File: src/hdl/utf8cw_pkg.sv
// Types, constants and width lookup for the UTF-8 column width decoder
`timescale 1ns / 1ps

package utf8cw_pkg;

  localparam int CP_BITS   = 21;
  localparam int COL_BITS  = 2;
  localparam int TOT_BITS  = 16;
  localparam int Q_DEPTH   = 2;
  localparam int Q_IDX     = 1;
  localparam int Q_CNT     = 2;

  // Byte class masks and patterns
  localparam logic [7:0] CONT_MASK  = 8'hC0;
  localparam logic [7:0] CONT_PAT   = 8'h80;
  localparam logic [7:0] LEAD2_MASK = 8'hE0;
  localparam logic [7:0] LEAD2_PAT  = 8'hC0;
  localparam logic [7:0] LEAD3_MASK = 8'hF0;
  localparam logic [7:0] LEAD3_PAT  = 8'hE0;
  localparam logic [7:0] LEAD4_MASK = 8'hF8;
  localparam logic [7:0] LEAD4_PAT  = 8'hF0;
  localparam logic [7:0] END_BYTE   = 8'h00;

  localparam logic [COL_BITS-1:0] COL_NARROW = 2'd1;
  localparam logic [COL_BITS-1:0] COL_WIDE   = 2'd2;
  localparam logic [COL_BITS-1:0] COL_NONE   = 2'd0;

  // What follows the optional cut-short code point of one request
  typedef enum logic [1:0] {
    SEC_NONE,
    SEC_CP,
    SEC_END
  } sec_kind_t;

  // Work for one input request: up to two result records
  typedef struct packed {
    logic               first_vld;
    logic [CP_BITS-1:0] first_cp;
    sec_kind_t          sec_kind;
    logic [CP_BITS-1:0] sec_cp;
  } work_t;

  // Display width: wide in the East Asian ranges, narrow otherwise
  function automatic logic [COL_BITS-1:0] width_of(input logic [CP_BITS-1:0] cp);
    logic wide;
    wide = cp inside {[21'h01100:21'h0115F], [21'h02E80:21'h0A4CF],
                      [21'h0AC00:21'h0D7A3], [21'h0F900:21'h0FAFF],
                      [21'h0FF00:21'h0FF60], [21'h20000:21'h3FFFD]};
    return wide ? COL_WIDE : COL_NARROW;
  endfunction

endpackage

File: src/hdl/utf8cw_fifo.sv
// Two-entry work queue between the byte classifier and the result stage
`timescale 1ns / 1ps

module utf8cw_fifo (
  input  logic             clk,
  input  logic             rst,
  input  logic             push,
  input  utf8cw_pkg::work_t push_data,
  input  logic             pop,
  output utf8cw_pkg::work_t head,
  output logic             not_empty,
  output logic             full
);
  import utf8cw_pkg::*;

  work_t             slots [Q_DEPTH];
  logic [Q_IDX-1:0]  wr_ptr;
  logic [Q_IDX-1:0]  rd_ptr;
  logic [Q_CNT-1:0]  count;

  assign head      = slots[rd_ptr];
  assign not_empty = (count != '0);
  assign full      = (count == Q_CNT'(Q_DEPTH));

  // Store pushed work
  always_ff @(posedge clk) begin
    if (push) begin
      slots[wr_ptr] <= push_data;
    end
  end

  // Advance pointers and occupancy
  always_ff @(posedge clk) begin
    if (rst) begin
      wr_ptr <= '0;
      rd_ptr <= '0;
      count  <= '0;
    end else begin
      if (push) begin
        wr_ptr <= wr_ptr + 1'b1;
      end
      if (pop) begin
        rd_ptr <= rd_ptr + 1'b1;
      end
      case ({push, pop})
        2'b10:   count <= count + 1'b1;
        2'b01:   count <= count - 1'b1;
        default: count <= count;
      endcase
    end
  end

endmodule

File: src/hdl/utf8cw_front.sv
// Byte classifier: tracks open sequences and queues the records each byte causes
`timescale 1ns / 1ps

module utf8cw_front (
  input  logic                        clk,
  input  logic                        rst,
  input  logic                        in_valid,
  output logic                        in_stall,
  input  logic [7:0]                  text_byte,
  input  logic                        q_full,
  output logic                        push,
  output utf8cw_pkg::work_t           push_data
);
  import utf8cw_pkg::*;

  logic [1:0]         bytes_still_expected;
  logic [1:0]         bytes_still_expected_next;
  logic [CP_BITS-1:0] partial_code_point;
  logic [CP_BITS-1:0] partial_code_point_next;
  logic               accept;
  logic               is_cont;
  logic [CP_BITS-1:0] shifted_cp;
  work_t              work;

  assign in_stall = q_full;
  assign accept   = in_valid && !q_full;
  assign is_cont  = ((text_byte & CONT_MASK) == CONT_PAT);
  assign shifted_cp = {partial_code_point[CP_BITS-7:0], text_byte[5:0]};

  // Classify the byte and build its work
  always_comb begin
    bytes_still_expected_next = bytes_still_expected;
    partial_code_point_next   = partial_code_point;
    work.first_vld = 1'b0;
    work.first_cp  = partial_code_point;
    work.sec_kind  = SEC_NONE;
    work.sec_cp    = CP_BITS'(text_byte);
    if (bytes_still_expected != 2'd0 && is_cont) begin
      // Gather six payload bits; emit when complete
      bytes_still_expected_next = bytes_still_expected - 2'd1;
      partial_code_point_next   = shifted_cp;
      if (bytes_still_expected == 2'd1) begin
        work.sec_kind           = SEC_CP;
        work.sec_cp             = shifted_cp;
        partial_code_point_next = '0;
      end
    end else begin
      // Flush a cut-short sequence, then handle the byte anew
      work.first_vld            = (bytes_still_expected != 2'd0);
      bytes_still_expected_next = 2'd0;
      partial_code_point_next   = '0;
      if (text_byte == END_BYTE) begin
        work.sec_kind = SEC_END;
      end else if ((text_byte & LEAD2_MASK) == LEAD2_PAT) begin
        bytes_still_expected_next = 2'd1;
        partial_code_point_next   = CP_BITS'(text_byte[4:0]);
      end else if ((text_byte & LEAD3_MASK) == LEAD3_PAT) begin
        bytes_still_expected_next = 2'd2;
        partial_code_point_next   = CP_BITS'(text_byte[3:0]);
      end else if ((text_byte & LEAD4_MASK) == LEAD4_PAT) begin
        bytes_still_expected_next = 2'd3;
        partial_code_point_next   = CP_BITS'(text_byte[2:0]);
      end else begin
        work.sec_kind = SEC_CP;
      end
    end
  end

  assign push      = accept && (work.first_vld || work.sec_kind != SEC_NONE);
  assign push_data = work;

  // Hold sequence state between bytes
  always_ff @(posedge clk) begin
    if (rst) begin
      bytes_still_expected <= 2'd0;
      partial_code_point   <= '0;
    end else if (accept) begin
      bytes_still_expected <= bytes_still_expected_next;
      partial_code_point   <= partial_code_point_next;
    end
  end

endmodule

File: src/hdl/utf8cw_back.sv
// Result stage: sizes each code point, keeps the column sum, drives the output register
`timescale 1ns / 1ps

module utf8cw_back #(
  parameter int SUM_BITS = 16
) (
  input  logic                                   clk,
  input  logic                                   rst,
  input  utf8cw_pkg::work_t                      head,
  input  logic                                   q_not_empty,
  output logic                                   pop,
  output logic                                   out_valid,
  input  logic                                   out_stall,
  output logic [utf8cw_pkg::CP_BITS-1:0]         code_point,
  output logic [utf8cw_pkg::COL_BITS-1:0]        columns,
  output logic                                   end_of_text,
  output logic [utf8cw_pkg::TOT_BITS-1:0]        total_columns,
  output logic                                   last_of_run
);
  import utf8cw_pkg::*;

  localparam logic [SUM_BITS-1:0] SUM_MAX = {SUM_BITS{1'b1}};

  logic                phase;
  logic [SUM_BITS-1:0] column_sum;
  logic [SUM_BITS-1:0] column_sum_next;
  logic                load;
  logic                use_first;
  logic                rec_end;
  logic                rec_last;
  logic [CP_BITS-1:0]  rec_cp;
  logic [COL_BITS-1:0] rec_cols;
  logic [SUM_BITS:0]   sum_wide;
  logic [SUM_BITS-1:0] sum_sat;
  logic [31:0]         total32;

  // Pick the record at hand from the head work
  assign use_first = head.first_vld && !phase;
  assign rec_end   = !use_first && (head.sec_kind == SEC_END);
  assign rec_last  = !use_first || (head.sec_kind == SEC_NONE);
  assign rec_cp    = use_first ? head.first_cp : head.sec_cp;
  assign rec_cols  = rec_end ? COL_NONE : width_of(rec_cp);

  // Add the width, saturating at the top of the sum
  assign sum_wide = {1'b0, column_sum} + (SUM_BITS + 1)'(rec_cols);
  assign sum_sat  = sum_wide[SUM_BITS] ? SUM_MAX : sum_wide[SUM_BITS-1:0];
  assign total32  = rec_end ? 32'(column_sum) : 32'(sum_sat);
  assign column_sum_next = rec_end ? '0 : sum_sat;

  assign load = q_not_empty && (!out_valid || !out_stall);
  assign pop  = load && rec_last;

  // Load the output payload
  always_ff @(posedge clk) begin
    if (load) begin
      code_point    <= rec_end ? '0 : rec_cp;
      columns       <= rec_cols;
      end_of_text   <= rec_end;
      total_columns <= total32[TOT_BITS-1:0];
      last_of_run   <= rec_last;
    end
  end

  // Advance control state and the column sum
  always_ff @(posedge clk) begin
    if (rst) begin
      out_valid  <= 1'b0;
      phase      <= 1'b0;
      column_sum <= '0;
    end else begin
      if (load) begin
        out_valid  <= 1'b1;
        phase      <= !rec_last;
        column_sum <= column_sum_next;
      end else if (!out_stall) begin
        out_valid <= 1'b0;
      end
    end
  end

endmodule

File: src/hdl/utf8_decode_column_width.sv
// Top level of the lenient UTF-8 decoder with display column counting
//
// Input channel: one text byte per request on text_byte, qualified by in_valid
// and held back by in_stall. A zero byte ends the text.
// Output channel: one record per request on code_point, columns, end_of_text,
// total_columns and last_of_run, qualified by out_valid, held by out_stall.
// A byte causes zero, one or two records; last_of_run marks the final one.
// A record reaches the output by way of the work queue, which the classifier
// writes when it accepts the byte that causes the record, and then the output
// register; the second record of a byte follows the first.
// Throughput: one byte per cycle while in_stall is low; a byte that causes
// two records holds the output register for each in turn. in_stall follows
// the two-entry work queue: it asserts while both entries are held, which
// happens when the output side stalls or when a byte that causes two records
// is followed at once by a byte that causes a record.
// Reset clears the open sequence, the column sum, the queue and out_valid.
// While out_valid and out_stall are high the output record holds and the
// queue fills; the classifier keeps taking bytes until the queue is full.
`timescale 1ns / 1ps

module utf8_decode_column_width #(
  parameter int SUM_BITS = 16
) (
  input  logic                                clk,
  input  logic                                rst,
  input  logic                                in_valid,
  output logic                                in_stall,
  input  logic [7:0]                          text_byte,
  output logic                                out_valid,
  input  logic                                out_stall,
  output logic [utf8cw_pkg::CP_BITS-1:0]      code_point,
  output logic [utf8cw_pkg::COL_BITS-1:0]     columns,
  output logic                                end_of_text,
  output logic [utf8cw_pkg::TOT_BITS-1:0]     total_columns,
  output logic                                last_of_run
);
  import utf8cw_pkg::*;

  logic  push;
  work_t push_data;
  logic  pop;
  work_t head;
  logic  q_not_empty;
  logic  q_full;

  // Classify incoming bytes
  utf8cw_front u_front (
    .clk       (clk),
    .rst       (rst),
    .in_valid  (in_valid),
    .in_stall  (in_stall),
    .text_byte (text_byte),
    .q_full    (q_full),
    .push      (push),
    .push_data (push_data)
  );

  // Queue work between the two sides
  utf8cw_fifo u_fifo (
    .clk       (clk),
    .rst       (rst),
    .push      (push),
    .push_data (push_data),
    .pop       (pop),
    .head      (head),
    .not_empty (q_not_empty),
    .full      (q_full)
  );

  // Produce records
  utf8cw_back #(
    .SUM_BITS (SUM_BITS)
  ) u_back (
    .clk           (clk),
    .rst           (rst),
    .head          (head),
    .q_not_empty   (q_not_empty),
    .pop           (pop),
    .out_valid     (out_valid),
    .out_stall     (out_stall),
    .code_point    (code_point),
    .columns       (columns),
    .end_of_text   (end_of_text),
    .total_columns (total_columns),
    .last_of_run   (last_of_run)
  );

endmodule

File: config.mk
export PLATFORM = sky130hd
export DESIGN_NAME = utf8_decode_column_width
export DESIGN_NICKNAME = d
export VERILOG_FILES = /design/src/hdl/utf8cw_pkg.sv /design/src/hdl/utf8cw_fifo.sv /design/src/hdl/utf8cw_front.sv /design/src/hdl/utf8cw_back.sv /design/src/hdl/utf8_decode_column_width.sv
export SDC_FILE = /design/constraint.sdc
export NUM_CORES = 1
export LEC_CHECK = 0
export BUFFER_PORTS_ARGS = -buffer_cell sky130_fd_sc_hd__buf_2
export CAP_MARGIN = 20
export CORE_MARGIN = 10
export CORE_UTILIZATION = 25
export CTS_BUF_LIST = sky130_fd_sc_hd__clkbuf_4 sky130_fd_sc_hd__clkbuf_8 sky130_fd_sc_hd__clkbuf_16
export DETAILED_ROUTE_END_ITERATION = 10
export GPL_TIMING_DRIVEN = 0
export PLACE_DENSITY = 0.47
export SLEW_MARGIN = 25
export SYNTH_ARGS = -nofsm -noshare
export SYNTH_HDL_FRONTEND = slang
export SYNTH_SLANG_ARGS = --single-unit
File: constraint.sdc
create_clock -name clk -period 4.9 [get_ports clk]
set_clock_uncertainty 0.05 [all_clocks]
set_input_delay 0.735 -clock clk [delete_from_list [all_inputs] [get_ports clk]]
set_output_delay 0.735 -clock clk [all_outputs]
set_load 0.05 [all_outputs]
==> reports/metrics.csv <==
metric,value,unit
outcome,completed,
place_congestion,0.882,
synth_top_area_cell,edfxtp_1,
diodes,0,
fin_util,0.310,
grt_usage,0.124,
drtPass1Iterations,6,
relSlewSlack,0.476,
die_y,202,µm
power.density,612,mW/mm²
clock_sinks,177,
hold_violations,0,
min_period,4680,ps
antenna_found_initial,2,
p_switching,2.68,mW
multi_input_area,0.00337,mm²
swShare,0.431,
hp-class,register to register,
design.die.area,0.0410,mm²
slowest_delay,400,ps
end_kind,register,
drv_cap,0,
clock_power_share,0.217,
io_buffers,52,
yosysSeqAreaShare,0.584,
placed_cell_area,0.00928,mm²
dp_slack,-806,ps
synthFlopType,edfxtp_1,
synth-seq-cells,177,
viasPerCell,4.97,
die_x,202,µm
setup_viol,0,
postRouteAntennaNets,0,
synth_edf_count,131,
cts_tree,yes,
wl_per_cell,20.3,µm
synth_area_leaders,"edfxtp_1 (47%), dfxtp_1 (11%), mux2i_1 (4.2%)",
criticalPathCategory,register to register,
vdd_drop_max,0.245,mV
grt_pass1_vias,6206,
core-area,0.0327,mm²
num_rows,66,
clock_path_buffers,2,
overflow,0,
cpMostUsedCell,buf_6,
cts_root_buffer,clkbuf_16,
drc,0,
htree_levels,4,
hpwl,18.6,mm
clkSlewWorstSetupHoldPaths,80,ps
cp_data_arrival_time,4820,ps
netlist_instances,716,
post-route-worst-setup-slack,220,ps
start_util,0.254,
period_share,0.955,
intPower,3.53,mW
p_leak,3.53,nW
syn_to_final_growth,21.9,%
seqPwrFrac,0.360,
synth_top_area_share,0.473,
cp_cell_sequence,mux2_2 > nand2b_1 > buf_6 > buf_6 > buf_6 > nand2_1 > a2bb2oi_4 > nor4_1 > nor4_2 > o211ai_2 > buf_4 > and2_1 > ha_1 > a21oi_1 > nor3b_2 > nor2b_4 > and4_1 > clkbuf_1 > nand4_1 > mux2_2,
grt_max_degree,45,
cp_slowest_cell,mux2_2,
drt_iter0_drc,576,
synth_area,0.00831,mm²
seq_area,0.00486,mm²
synth_cell_types,71,
fin_nets,818,
pin_count,55,
vias,6232,
grt_pass1_wl,39.1,mm
ys.warnings.count,0,
numCtsBuffers,17,
synth.avg_cell_area,11.6,µm²
slew_violations,0,
insertion_delay,440,ps
ys_async_sr_fraction,0,
startpoint_type,register,
cp.required,5040,ps
combPwrFrac,0.423,
r2r_setup_slack,220,ps
fin_area,0.0101,mm²
fill_cells,3377,
fmax,214,MHz
drive_gt1_frac,0.215,
totalWireLength,25.4,mm
crit_fanout,10,
worst_pin_slew,776,ps
synthesis.nets,734,
-- synth_stat cells (all sizes together) (5+ instances only) --
cell	count
edfxtp	131
nor2	78
a21oi	49
dfxtp	46
mux2i	36
nand2	31
nand3	25
clkbuf	21
and3	20
a22oi	19
nor3	19
buf	18
inv	18
o21ai	18
mux2	15
a31oi	14
and2	13
a211oi	11
o22ai	11
a311oi	8
nand2b	7
nand4b	6
ha	5
mux4	5
nor2b	5
nor4	5
nor4b	5
or3	5
-- logic make-up (layout without fill, tap and decap cells) --
| logic type | after synthesis | in the layout | share of synthesized area |
|---|---|---|---|
| mux | 56 | 56 | 0.0777 |
| buf+inv | 58 | 155 | 0.0325 |
| xor+xnor | 5 | 5 | 0.00527 |
| compound gates | 171 | 171 | 0.138 |
| fa+ha+maj | 6 | 6 | 0.00993 |
| simple gates | 243 | 243 | 0.152 |
| flops | 177 | 177 | 0.584 |
-- stage by stage --
step                setup TNS (ps)  std cells  power [mW]  hold slack (ps)
detailed placement          -20590       1215        4.78              393
global placement           -107960       1210        4.72              388
finish                           0       1255        6.21              409
floorplan                        0        716        3.97              376
CTS                              0       1250        6.19              411
global route                 -16.2       1255        6.52              423
-- cells in the final DEF (no fill, tap or decap), types with 7 or more instances in the layout --
| master | synthesis | routed |
|---|---|---|
| nand2b_1 | 7 | 7 |
| nor3_1 | 19 | 18 |
| clkbuf_1 | 21 | 17 |
| mux2_2 | 13 | 14 |
| and3_1 | 20 | 19 |
| mux2i_1 | 35 | 32 |
| a31oi_1 | 14 | 12 |
| and2_1 | 13 | 13 |
| nand3_1 | 25 | 25 |
| buf_4 | 7 | 16 |
| nor2_1 | 77 | 72 |
| o21ai_0 | 18 | 17 |
| buf_2 | 9 | 54 |
| edfxtp_1 | 131 | 131 |
| inv_1 | 16 | 16 |
| o22ai_1 | 11 | 11 |
| a22oi_1 | 19 | 19 |
| dfxtp_1 | 46 | 44 |
| clkbuf_16 | 0 | 17 |
| nand2_1 | 31 | 31 |
| a311oi_1 | 8 | 8 |
| a21oi_1 | 49 | 48 |
| a211oi_1 | 11 | 10 |
-- path summary, 6_finish.rpt --
kind / cells past startpoint / to / start
setup / recovery: 20 / u_back.total_columns[15] / register
hold / removal: 0 / u_fifo.slots[1][41] / u_front.partial_code_point[18]
setup reg to reg: 20 / u_back.total_columns[15] / register
hold reg to reg: 0 / u_fifo.slots[1][41] / u_front.partial_code_point[18]
-- timing repair --
item	in CTS	in global routing
gates resized for setup	20	31
pin swaps	3	6
setup buffers	4	5
hold buffers	0	0
cloned	0	0
endpoints found under the setup margin	32	27
-- critical path: cells and delay by family, from the launching register on --
kind / cells / cell delay (ps)
mux: 2 / 710
buf+inv: 5 / 880
compound gates: 3 / 490
simple gates: 9 / 1620
flops: 1 / 390
fa+ha+maj: 1 / 280
-- routing by layer --
metal | share of wire | track usage | vias up
met4 | 0.020 | 0.0394 | 4
met1 | 0.47 | 0.164 | 3027
li1 | - | - | 2929
met5 | 0.0010 | 0 | -
met2 | 0.45 | 0.192 | 234
met3 | 0.065 | 0.0329 | 38
-- sequential cells by signal, indices dropped and copies added, names as in the netlist, named ones only --
name and flops:
u_fifo.slots 90, u_back.code_point 21, u_front.partial_code_point 21, u_back.column_sum 16
u_back.total_columns 16, u_back.columns 2, u_fifo.count 2, u_front.bytes_still_expected 2
u_back.end_of_text 1, u_back.last_of_run 1, u_back.out_valid 1, u_back.phase 1
u_fifo.rd_ptr 1, u_fifo.wr_ptr 1
-- power by group through the flow --
stage                     clock network [mW]  registers [mW]  logic [mW]
after floorplan                            0            2.86        1.11
after global placement                     0            2.30        2.43
after detailed placement                   0            2.27        2.52
after CTS                               1.38            2.24        2.57
after global routing                    1.45            2.27        2.80
final                                   1.35            2.23        2.62
-- layout make-up --
cell class	instances	area share
clock inverter	15	0.0162
sequential	177	0.479
buffer	38	0.0231
tap	442	0.0546
inverter	19	0.00741
multi-input combinational	481	0.332
clock buffer	17	0.0420
timing repair buffer	66	0.0452
(Power assumes the default switching activity.)
